File: config.mk
export PLATFORM = sky130hd
export DESIGN_NAME = ring_buffer_latest_before_lookup_core
export DESIGN_NICKNAME = d
export VERILOG_FILES = /design/src/rblb_pkg.sv /design/src/rblb_ram.sv /design/src/ring_buffer_latest_before_lookup_core.sv
export SDC_FILE = /design/constraint.sdc
export NUM_CORES = 2
export LEC_CHECK = 0
export BUFFER_PORTS_ARGS = -buffer_cell sky130_fd_sc_hd__buf_2
export CAP_MARGIN = 40
export CORE_UTILIZATION = 66
export CTS_CLUSTER_SIZE = 30
export DETAILED_ROUTE_END_ITERATION = 12
export PLACE_DENSITY = 0.84
export SYNTH_ARGS = -nofsm -noshare
export SYNTH_HDL_FRONTEND = slang
export SYNTH_HIERARCHICAL = 1
export SYNTH_SLANG_ARGS = --single-unit
File: constraint.sdc
create_clock -name clock -period 24.1 [get_ports clock]
set_input_delay 2.41 -clock clock [delete_from_list [all_inputs] [get_ports clock]]
set_output_delay 2.41 -clock clock [all_outputs]
set_load 0.02 [all_outputs]
File: src/rblb_pkg.sv
// shared types for the ring buffer latest-before lookup block
package rblb_pkg;

   // width of the ring length register
   localparam int unsigned RING_LEN_W = 5;
   // width of one timestamp or payload word
   localparam int unsigned WORD_W = 64;

   // one stored record, time in the low word
   typedef struct packed {
      logic [WORD_W-1:0]        payload;
      logic signed [WORD_W-1:0] time_ns;
   } rec_type;

   // operation codes carried in req_tuser
   localparam logic FUNC_ADD  = 1'b0;
   localparam logic FUNC_FIND = 1'b1;

   // sequencer states, one-hot
   typedef enum logic [2:0] {
      ST_IDLE = 3'b001,
      ST_SCAN = 3'b010,
      ST_DONE = 3'b100
   } state_type;

endpackage

File: src/rblb_ram.sv
// generic simple dual-port ram with registered read
module rblb_ram
   import rblb_pkg::*;
#(
   parameter int unsigned WIDTH = 128,
   parameter int unsigned DEPTH = 16
) (
   input  logic                     clock,
   input  logic                     wr_en,
   input  logic [$clog2(DEPTH)-1:0] wr_addr,
   input  logic [WIDTH-1:0]         wr_data,
   input  logic                     rd_en,
   input  logic [$clog2(DEPTH)-1:0] rd_addr,
   output logic [WIDTH-1:0]         rd_data
);

   logic [WIDTH-1:0] mem_ff [DEPTH];
   logic [WIDTH-1:0] rd_data_ff;

   always_ff @(posedge clock) begin
      if (wr_en) begin
         mem_ff[wr_addr] <= wr_data;
      end
      if (rd_en) begin
         rd_data_ff <= mem_ff[rd_addr];
      end
   end

   assign rd_data = rd_data_ff;

endmodule

File: src/ring_buffer_latest_before_lookup_core.sv
// top level of the ring buffer latest-before lookup block
//
// usage
//  - req channel: one beat per operation; req_tuser selects add (0) or find (1)
//  - an add writes {payload, time} at the write pointer and gives no rsp beat;
//    the ring keeps the newest ring_length records
//  - a find walks the ring from newest to oldest, one ram read per cycle, and
//    returns the first record whose time is strictly below the query
//  - a find ends early on a hit, else after reading all fill records (fill is
//    at most DEPTH) through the one read port; an empty ring skips the scan;
//    no further req beat is taken until the find hands over its rsp beat
//  - rsp channel: rsp_tuser = found, rsp_tdata = {payload, time}, both zero
//    when nothing matches
//  - the rsp beat sits in an output register; further adds are taken while it
//    waits, a finished find holds in its done state until the register frees
//  - csr channel: writes ring_length (0 or above DEPTH means DEPTH) and empties
//    the ring; write only while idle, a waiting csr beat holds off req beats
//  - reset: synchronous, empties the ring, sets ring_length to 16, no ram
//    clearing pass is needed since only written entries are ever read
module ring_buffer_latest_before_lookup_core
   import rblb_pkg::*;
#(
   parameter int unsigned DEPTH = 16
) (
   input  logic                  clock,
   input  logic                  reset,
   // request channel
   input  logic                  req_tvalid,
   output logic                  req_tready,
   input  logic [191:0]          req_tdata,   // entry_time_ns, entry_payload, query_ns
   input  logic                  req_tuser,   // func
   // result channel
   output logic                  rsp_tvalid,
   input  logic                  rsp_tready,
   output logic [127:0]          rsp_tdata,   // hit_time_ns, hit_payload
   output logic                  rsp_tuser,   // found
   // configuration channel
   input  logic                  csr_valid,
   output logic                  csr_ready,
   input  logic [RING_LEN_W-1:0] csr_data     // ring_length
);

   localparam int unsigned PTR_W = $clog2(DEPTH);
   localparam int unsigned LEN_W = $clog2(DEPTH + 1);

   // request fields
   logic signed [WORD_W-1:0] entry_time_ns;
   logic [WORD_W-1:0]        entry_payload;
   logic signed [WORD_W-1:0] query_ns;
   logic                     func;

   assign entry_time_ns = req_tdata[WORD_W-1:0];
   assign entry_payload = req_tdata[2*WORD_W-1:WORD_W];
   assign query_ns      = req_tdata[3*WORD_W-1:2*WORD_W];
   assign func          = req_tuser;

   // control state
   state_type             state_ff, state_in;
   logic [RING_LEN_W-1:0] ring_len_ff, ring_len_in;
   logic [PTR_W-1:0]      wp_ff, wp_in;
   logic [LEN_W-1:0]      fill_ff, fill_in;
   logic [PTR_W-1:0]      loc_ff, loc_in;
   logic [LEN_W-1:0]      issue_left_ff, issue_left_in;
   logic [LEN_W-1:0]      check_left_ff, check_left_in;
   logic                  rd_pend_ff, rd_pend_in;
   logic                  rsp_valid_ff, rsp_valid_in;

   // payload state
   logic signed [WORD_W-1:0] query_ff, query_in;
   logic                     hit_found_ff, hit_found_in;
   rec_type                  hit_rec_ff, hit_rec_in;
   logic                     rsp_found_ff, rsp_found_in;
   rec_type                  rsp_rec_ff, rsp_rec_in;

   // ram ports
   logic             ram_wr_en;
   rec_type          ram_wr_data;
   logic             ram_rd_en;
   rec_type          ram_rd_data;
   logic [2*WORD_W-1:0] ram_rd_bits;

   // effective ring length and derived pointers
   logic [LEN_W-1:0] eff_len;
   logic [PTR_W-1:0] last_idx;
   logic [PTR_W-1:0] wp_next;
   logic [PTR_W-1:0] wp_prev;
   logic [PTR_W-1:0] loc_prev;

   logic req_beat;
   logic csr_beat;
   logic out_free;
   logic is_hit;

   always_comb begin
      if ((ring_len_ff == '0) || (32'(ring_len_ff) > DEPTH)) begin
         eff_len = LEN_W'(DEPTH);
      end else begin
         eff_len = LEN_W'(ring_len_ff);
      end
   end

   assign last_idx = PTR_W'(eff_len - LEN_W'(1));
   assign wp_next  = ((LEN_W'(wp_ff) + LEN_W'(1)) == eff_len) ? '0 : wp_ff + PTR_W'(1);
   assign wp_prev  = (wp_ff == '0) ? last_idx : wp_ff - PTR_W'(1);
   assign loc_prev = (loc_ff == '0) ? last_idx : loc_ff - PTR_W'(1);

   // a csr beat wins the idle cycle, the req beat waits behind it
   assign req_tready = (state_ff == ST_IDLE) & ~csr_valid;
   assign csr_ready  = (state_ff == ST_IDLE);
   assign req_beat   = req_tvalid & req_tready;
   assign csr_beat   = csr_valid & csr_ready;
   assign out_free   = ~rsp_valid_ff | rsp_tready;

   // record store
   assign ram_wr_en           = req_beat & (func == FUNC_ADD);
   assign ram_wr_data.time_ns = entry_time_ns;
   assign ram_wr_data.payload = entry_payload;
   assign ram_rd_en           = (state_ff == ST_SCAN) && (issue_left_ff != '0);
   assign ram_rd_data         = rec_type'(ram_rd_bits);

   rblb_ram #(
      .WIDTH ($bits(rec_type)),
      .DEPTH (DEPTH)
   ) u_rblb_ram (
      .clock   (clock),
      .wr_en   (ram_wr_en),
      .wr_addr (wp_ff),
      .wr_data (ram_wr_data),
      .rd_en   (ram_rd_en),
      .rd_addr (loc_ff),
      .rd_data (ram_rd_bits)
   );

   // signed compare on the record that came out of the ram this cycle
   assign is_hit = (ram_rd_data.time_ns < query_ff);

   always_comb begin
      state_in      = state_ff;
      ring_len_in   = ring_len_ff;
      wp_in         = wp_ff;
      fill_in       = fill_ff;
      loc_in        = loc_ff;
      issue_left_in = issue_left_ff;
      check_left_in = check_left_ff;
      rd_pend_in    = 1'b0;
      query_in      = query_ff;
      hit_found_in  = hit_found_ff;
      hit_rec_in    = hit_rec_ff;
      rsp_found_in  = rsp_found_ff;
      rsp_rec_in    = rsp_rec_ff;
      rsp_valid_in  = rsp_valid_ff & ~rsp_tready;

      unique case (state_ff)
         ST_IDLE: begin
            if (csr_beat) begin
               // new length empties the ring
               ring_len_in = csr_data;
               wp_in       = '0;
               fill_in     = '0;
            end else if (req_beat) begin
               if (func == FUNC_ADD) begin
                  wp_in = wp_next;
                  if (fill_ff < eff_len) begin
                     fill_in = fill_ff + LEN_W'(1);
                  end
               end else begin
                  query_in      = query_ns;
                  loc_in        = wp_prev;
                  issue_left_in = fill_ff;
                  check_left_in = fill_ff;
                  hit_found_in  = 1'b0;
                  hit_rec_in    = '0;
                  // empty ring answers not-found straight away
                  state_in      = (fill_ff == '0) ? ST_DONE : ST_SCAN;
               end
            end
         end
         ST_SCAN: begin
            // one read issued per cycle, each compared in the cycle after it is issued
            if (issue_left_ff != '0) begin
               loc_in        = loc_prev;
               issue_left_in = issue_left_ff - LEN_W'(1);
               rd_pend_in    = 1'b1;
            end
            if (rd_pend_ff) begin
               check_left_in = check_left_ff - LEN_W'(1);
               if (is_hit) begin
                  hit_found_in = 1'b1;
                  hit_rec_in   = ram_rd_data;
                  state_in     = ST_DONE;
               end else if (check_left_ff == LEN_W'(1)) begin
                  state_in = ST_DONE;
               end
            end
         end
         ST_DONE: begin
            if (out_free) begin
               rsp_valid_in = 1'b1;
               rsp_found_in = hit_found_ff;
               rsp_rec_in   = hit_rec_ff;
               state_in     = ST_IDLE;
            end
         end
         default: begin
            state_in = ST_IDLE;
         end
      endcase
   end

   // control registers
   always_ff @(posedge clock) begin
      if (reset) begin
         state_ff      <= ST_IDLE;
         ring_len_ff   <= RING_LEN_W'(16);
         wp_ff         <= '0;
         fill_ff       <= '0;
         loc_ff        <= '0;
         issue_left_ff <= '0;
         check_left_ff <= '0;
         rd_pend_ff    <= 1'b0;
         rsp_valid_ff  <= 1'b0;
      end else begin
         state_ff      <= state_in;
         ring_len_ff   <= ring_len_in;
         wp_ff         <= wp_in;
         fill_ff       <= fill_in;
         loc_ff        <= loc_in;
         issue_left_ff <= issue_left_in;
         check_left_ff <= check_left_in;
         rd_pend_ff    <= rd_pend_in;
         rsp_valid_ff  <= rsp_valid_in;
      end
   end

   // payload registers
   always_ff @(posedge clock) begin
      query_ff     <= query_in;
      hit_found_ff <= hit_found_in;
      hit_rec_ff   <= hit_rec_in;
      rsp_found_ff <= rsp_found_in;
      rsp_rec_ff   <= rsp_rec_in;
   end

   assign rsp_tvalid = rsp_valid_ff;
   assign rsp_tuser  = rsp_found_ff;
   assign rsp_tdata  = {rsp_rec_ff.payload, rsp_rec_ff.time_ns};

endmodule
# == Word-level counts from Yosys, hierarchy flattened ==
# Memory sizes are Yosys's and may differ from the RTL's. A register that Yosys moved wholly into a read port is not among the register bits.
# Index checks and enable logic that the tools add are counted.
# totals
in_bits,203
mem_bits_rw,2048
wordCells,123
regBits,355
mem_count,1
# op_classes
add_sub_neg,8
bitwise,12
n_lt_le_gt_ge,3
n_eq_ne,14
n_reduce_logical,20
mux,49
# memory_table
memory,words,width,rd,rd_clocked_by_memory_dff,write_ports,line_no,text
u_rblb_ram.mem_ff,16,128,1,1,1,rblb_ram.sv:17,logic [WIDTH-1:0] mem_ff [DEPTH];
# op_table
cell,count
2-to-1 mux 128 bit,5
case mux 128 bit (2 select lines),1
< comparator 64 bit,1
2-to-1 mux 5 bit,10
2-to-1 mux 4 bit,10
2-to-1 mux 3 bit,8
case mux 5 bit (2 select lines),2
AND reduction 6 bit,2
subtractor 4 x 1 -> 4 bit (second input constant),3
logical NOT 5 bit,2
2-to-1 mux 1 bit,10
!= test 2 bit (second input constant),5
AND reduction 5 bit,2
subtractor 5 x 1 -> 5 bit (second input constant),2
case mux 3 bit (3 select lines),1
logical NOT 4 bit,2
case mux 4 bit (2 select lines),1
AND reduction 4 bit,2
!= test 2 x 1 -> 1 bit (second input constant),3
NOT 1 bit,6
nonzero test 2 bit,3
adder 4 x 1 -> 5 bit (second input constant),1
adder 5 x 1 -> 5 bit (second input constant),1
bitwise AND 1 bit,5
17 further kinds,18

# == Longest topological paths before layout ==
# depth
depth_word,9
ltp_mapped,11
ltp_nobuf,11

# == Cells and area by module ==
# Netlist, hierarchy kept.
# by_module_without_submodules
module,cells_each,area_each_um2,instances,seq_area_each_um2
rblb_ram,3365,80612.3,1,65342.7
ring_buffer_latest_before_lookup_core,976,14253.7,1,10329.9

# == Worst setup path before layout ==
# OpenSTA, ideal clock, no wires.
# synth_path
path_kind,input to register
start,input port req_tuser
end,"memory u_rblb_ram.mem_ff[0][0], enable pin"
arrival_time_ns,12.120
stages,5
setup_ns,0.772
setup_slack_ns,11.208
t_required_ns,23.328
path_cell_list,nand3b_1 -> or2_1 -> inv_1 -> or3b_2 -> nor3_1
# synth_via
elab_chain_cells,4
# synth_lines
element,line_no,text
"start, declared",ring_buffer_latest_before_lookup_core.sv:31,"input logic req_tuser,"
NOT 1 bit,-,
bitwise AND 1 bit,ring_buffer_latest_before_lookup_core.sv:115,assign ram_wr_en = req_beat & (func == FUNC_ADD);
net ram_wr_en,ring_buffer_latest_before_lookup_core.sv:76,logic ram_wr_en;
2-to-1 mux 1 bit,rblb_ram.sv:21,if (wr_en) begin
2-to-1 mux 1 bit (implied by the code),rblb_ram.sv:22,mem_ff[wr_addr] <= wr_data;
"end, declared",rblb_ram.sv:17,
# The timed path passes the listed nets, and every way through them passes these cells.

# == Worst setup path in the final report ==
# layout_path
start,input port req_tuser
end,"memory u_rblb_ram.mem_ff[0][101], enable pin"
# The elaborated chain is that of the path after synthesis.

==> metrics.md <==
| Metric | Value |
|---|---|
| Status | `complete, no violations` |
| First-pass GRT wire length | `~380000 um` |
| Placed Area | `0.0995 sq mm` |
| DR iter-0 viols | `a little over 9000` |
| # resized after CTS | `0` |
| EDFF count, synth | `~2500` |
| DP Worst Slack | `between 15000 and 20000 ps` |
| Max_cap viols | `0` |
| R2R Path Start | `state_ff[1]$_SDFFE_PP0P_` |
| Total CTS buffers | `around 230` |
| Crit Path Category | `input port to flop` |
| Pwr/cell area | `approximately 93 mW/mm^2` |
| Final min period | `between 5000 and 6000 ps` |
| Cell Rows | `between 100 and 150` |
| Fillers | `~6700` |
| CTS HTree Levels | `4` |
| Final Hold Fails | `0` |
| CTS max path bufs | `3` |
| Total Power | `around 10 mW` |
| Fin crit share | `23.0%` |
| CP Cell Sequence | `buf_2 -> nand3b_1 -> or2_1 -> inv_1 -> or3b_2 -> nor3_2 -> buf_4 -> buf_4` |
| Largest net degree at the start of global routing | `129` |
| Static leakage | `around 35 nW` |
| Initial antenna violation count | `slightly below 50` |
| Sink Count | `roughly 2500` |
| Crit-path slowest cell | `buf_4` |
| Hpwl dp | `130000 um` |
| Crit. End Element | `flop` |
| Die Wd | `approximately 380 um` |
| DR DRC count | `0` |
| Fin nets | `5086` |
| Area grow syn2layout | `12.8%` |
| Synth area leaders | `edfxtp_1 79%, mux4_2 11%, a22oi_1 1.8%, ha_1 1.0%, mux2i_1 0.95%` |
| Cells after Synth | `about 4300` |
| Synthesized area per cell | `around 22 sq um` |
| Port Buffers | `334` |
| Final Instance Area | `0.107 sq mm` |
| Critical path's top delay family | `buffers and inverters` |
| Die footprint | `about 0.15 sq mm` |
| Hold_sp | `hit_rec_ff[39]$_SDFFCE_PN0P_` |
| Most frequent cells after synthesis | `2498 x edfxtp_1, 476 x mux4_2, 222 x a22oi_1` |
| Worst Hold Slack | `approximately 400 ps` |
| Register clock-pin slew on the reported worst setup and hold paths | `roughly 60 ps` |
| WP buf/inv | `4` |
| Worst stage delay on the critical path | `between 800 and 900 ps` |
| Distinct cell type count after synthesis | `between 60 and 70` |
| Initial Util | `approximately two thirds` |
| Postcts setup bufs | `0` |
| Worst EP arrival | `6020 ps` |
| Slew @ Worst Pin | `1230 ps` |
| Core box area | `between 0.1 and 0.15 sq mm` |
| Worst VDD drop | `a little over 0.08 mV` |
| Total number of vias | `50653` |
| Pre-antenna DRT Iters | `6` |
| Sequential share of the synthesized area | `79.8%` |
| Syn Std Cell Area | `~0.095 sq mm` |
| Top cell type's share of synthesized area | `roughly 79%` |
| Post-synth top area cell | `edfxtp_1` |
| Origin of the worst setup path | `req_tuser` |
| Worst-path fanout max | `46` |
| Rel. slew slack | `18.3%` |
| Remaining Overflow, GRT | `0` |
| Hold Buf Count CTS | `0` |
| Yosys warning count | `6` |
| FMAX | `about 0.18 GHz` |
| Max Slew Vio Count | `0` |
| Syn_nets | `about 4600` |
| Unrepaired setup endpoints after global routing | `no` |
| Crit start category | `input port` |
| Finish-stage setup viols | `0` |
| IO Pins | `approximately 340` |
| Vias in the first global route | `between 50000 and 60000` |
| Vias/cell | `7.32` |
| Fraction of registers with async set/reset | `0%` |
| Share of cells above drive strength 1 | `25.8%` |
| Final setup skew | `around 38 ps` |
| Worst min path class | `flop to flop` |
| Root Buffer | `clkbuf_16` |
| GP Congestion | `0.854` |
| Post-detailed-route wirelength per cell | `38.5 um` |
| Post-route ant nets | `0` |
| Fin worst setup slack | `between 15000 and 20000 ps` |
| Crit path required time | `24590 ps` |
| Worst-skew pair later-pin latency | `~890 ps` |
| Setup TNS | `0 ps` |
| Final WL | `267000 um` |
| Most common cell in the netlist | `edfxtp_1` |
| Most used cell along the critical path | `buf_4` |
| Flops & latches, synth | `between 2000 and 3000` |
| Main flop type after synthesis | `edfxtp_1` |
| Die Span Y | `between 300 and 400 um` |
| Tot GR Track Use | `a little under two fifths` |
| CTS tree | `yes` |
==> through the flow <==
step           std cells  util, %
4_1_cts             6881     75.2
6_report            6920     75.3
3_5_place_dp        6465     70.0
5_1_grt             6905     75.3
2_1_floorplan       4341        -
3_3_place_gp        6431     69.5
==> worst paths after layout <==
path	end	slack, ps	cells past startpoint
worst max-delay path	u_rblb_ram/mem_ff[0][101]$_DFFE_PP_	18570	8
worst min-delay path	rsp_tdata[39]$_DFFE_PP_	410	0
worst max register to register	u_rblb_ram/mem_ff[0][101]$_DFFE_PP_	19000	9
worst min register to register	rsp_tdata[39]$_DFFE_PP_	410	0
==> area by class of cell <==
type                    instances  area [sq um]  area share, %
flip-flops and latches       2531         75700           70.7
multi-input cells            1506         18000           16.8
clock buffers                 282          6020           5.63
repair buffers                451          3180           2.97
well taps                    1890          2360           2.21
clock inverters               134          1380           1.28
inverters                      89           339          0.317
diodes                         37          92.6         0.0865
==> report_power, final <==
part / internal [mW] / total (mW) / leakage [nW] / switching, mW
Combinational: 0.379 / 1.10 / 8.18 / 0.725
Sequential: 5.11 / 5.19 / 22.8 / 0.0791
Clock: 2.05 / 3.71 / 3.62 / 1.66
==> routing by layer <==
| layer | global-route usage, % | share of wire, % | vias to the layer above |
|---|---|---|---|
| li1 | - | - | 19076 |
| met1 | 49.4 | 32 | 25465 |
| met5 | 0 | 0.065 | - |
| met3 | 8.95 | 14 | 891 |
| met2 | 57.5 | 48 | 5193 |
| met4 | 18.4 | 5.1 | 28 |
==> layout by cell type (no fill, tap or decap), types with 35 or more instances in the layout <==
cell type,instances
edfxtp_1,2498
mux4_2,476
buf_2,335
clkbuf_16,233
a22oi_1,222
nand2_1,145
and3_1,130
mux2i_1,90
inv_1,85
ha_1,78
buf_4,77
a21oi_1,75
clkbuf_1,48
clkinv_2,45
clkinv_1,45
diode_2,37
nor2_1,35
==> flip-flops by register name, summed over array words and instances (netlist names), 3 cells and up <==
register	cells
issue_left_ff	5
u_rblb_ram/mem_ff	2048
wp_ff	4
u_rblb_ram/rd_data	128
check_left_ff	5
fill_ff	5
ring_len_ff	5
loc_ff	4
rsp_tdata	128
hit_rec_ff	128
query_ff	64
state_ff	3
==> cell families (layout without fill, tap and decap cells) <==
| kind of cell | Yosys count | after routing | share of synthesized area [%] |
|---|---|---|---|
| adder cells (fa/ha/maj) | 78 | 78 | 1.03 |
| XOR/XNOR | 9 | 9 | 0.0831 |
| AND/OR/NAND/NOR | 430 | 430 | 2.31 |
| flip-flops | 2531 | 2531 | 79.8 |
| AO/OA/AOI/OAI | 422 | 422 | 3.08 |
| other | 0 | 37 | 0 |
| buffers and inverters | 304 | 956 | 1.46 |
| multiplexers | 567 | 567 | 12.3 |
Power figures use the tool's default switching activity.
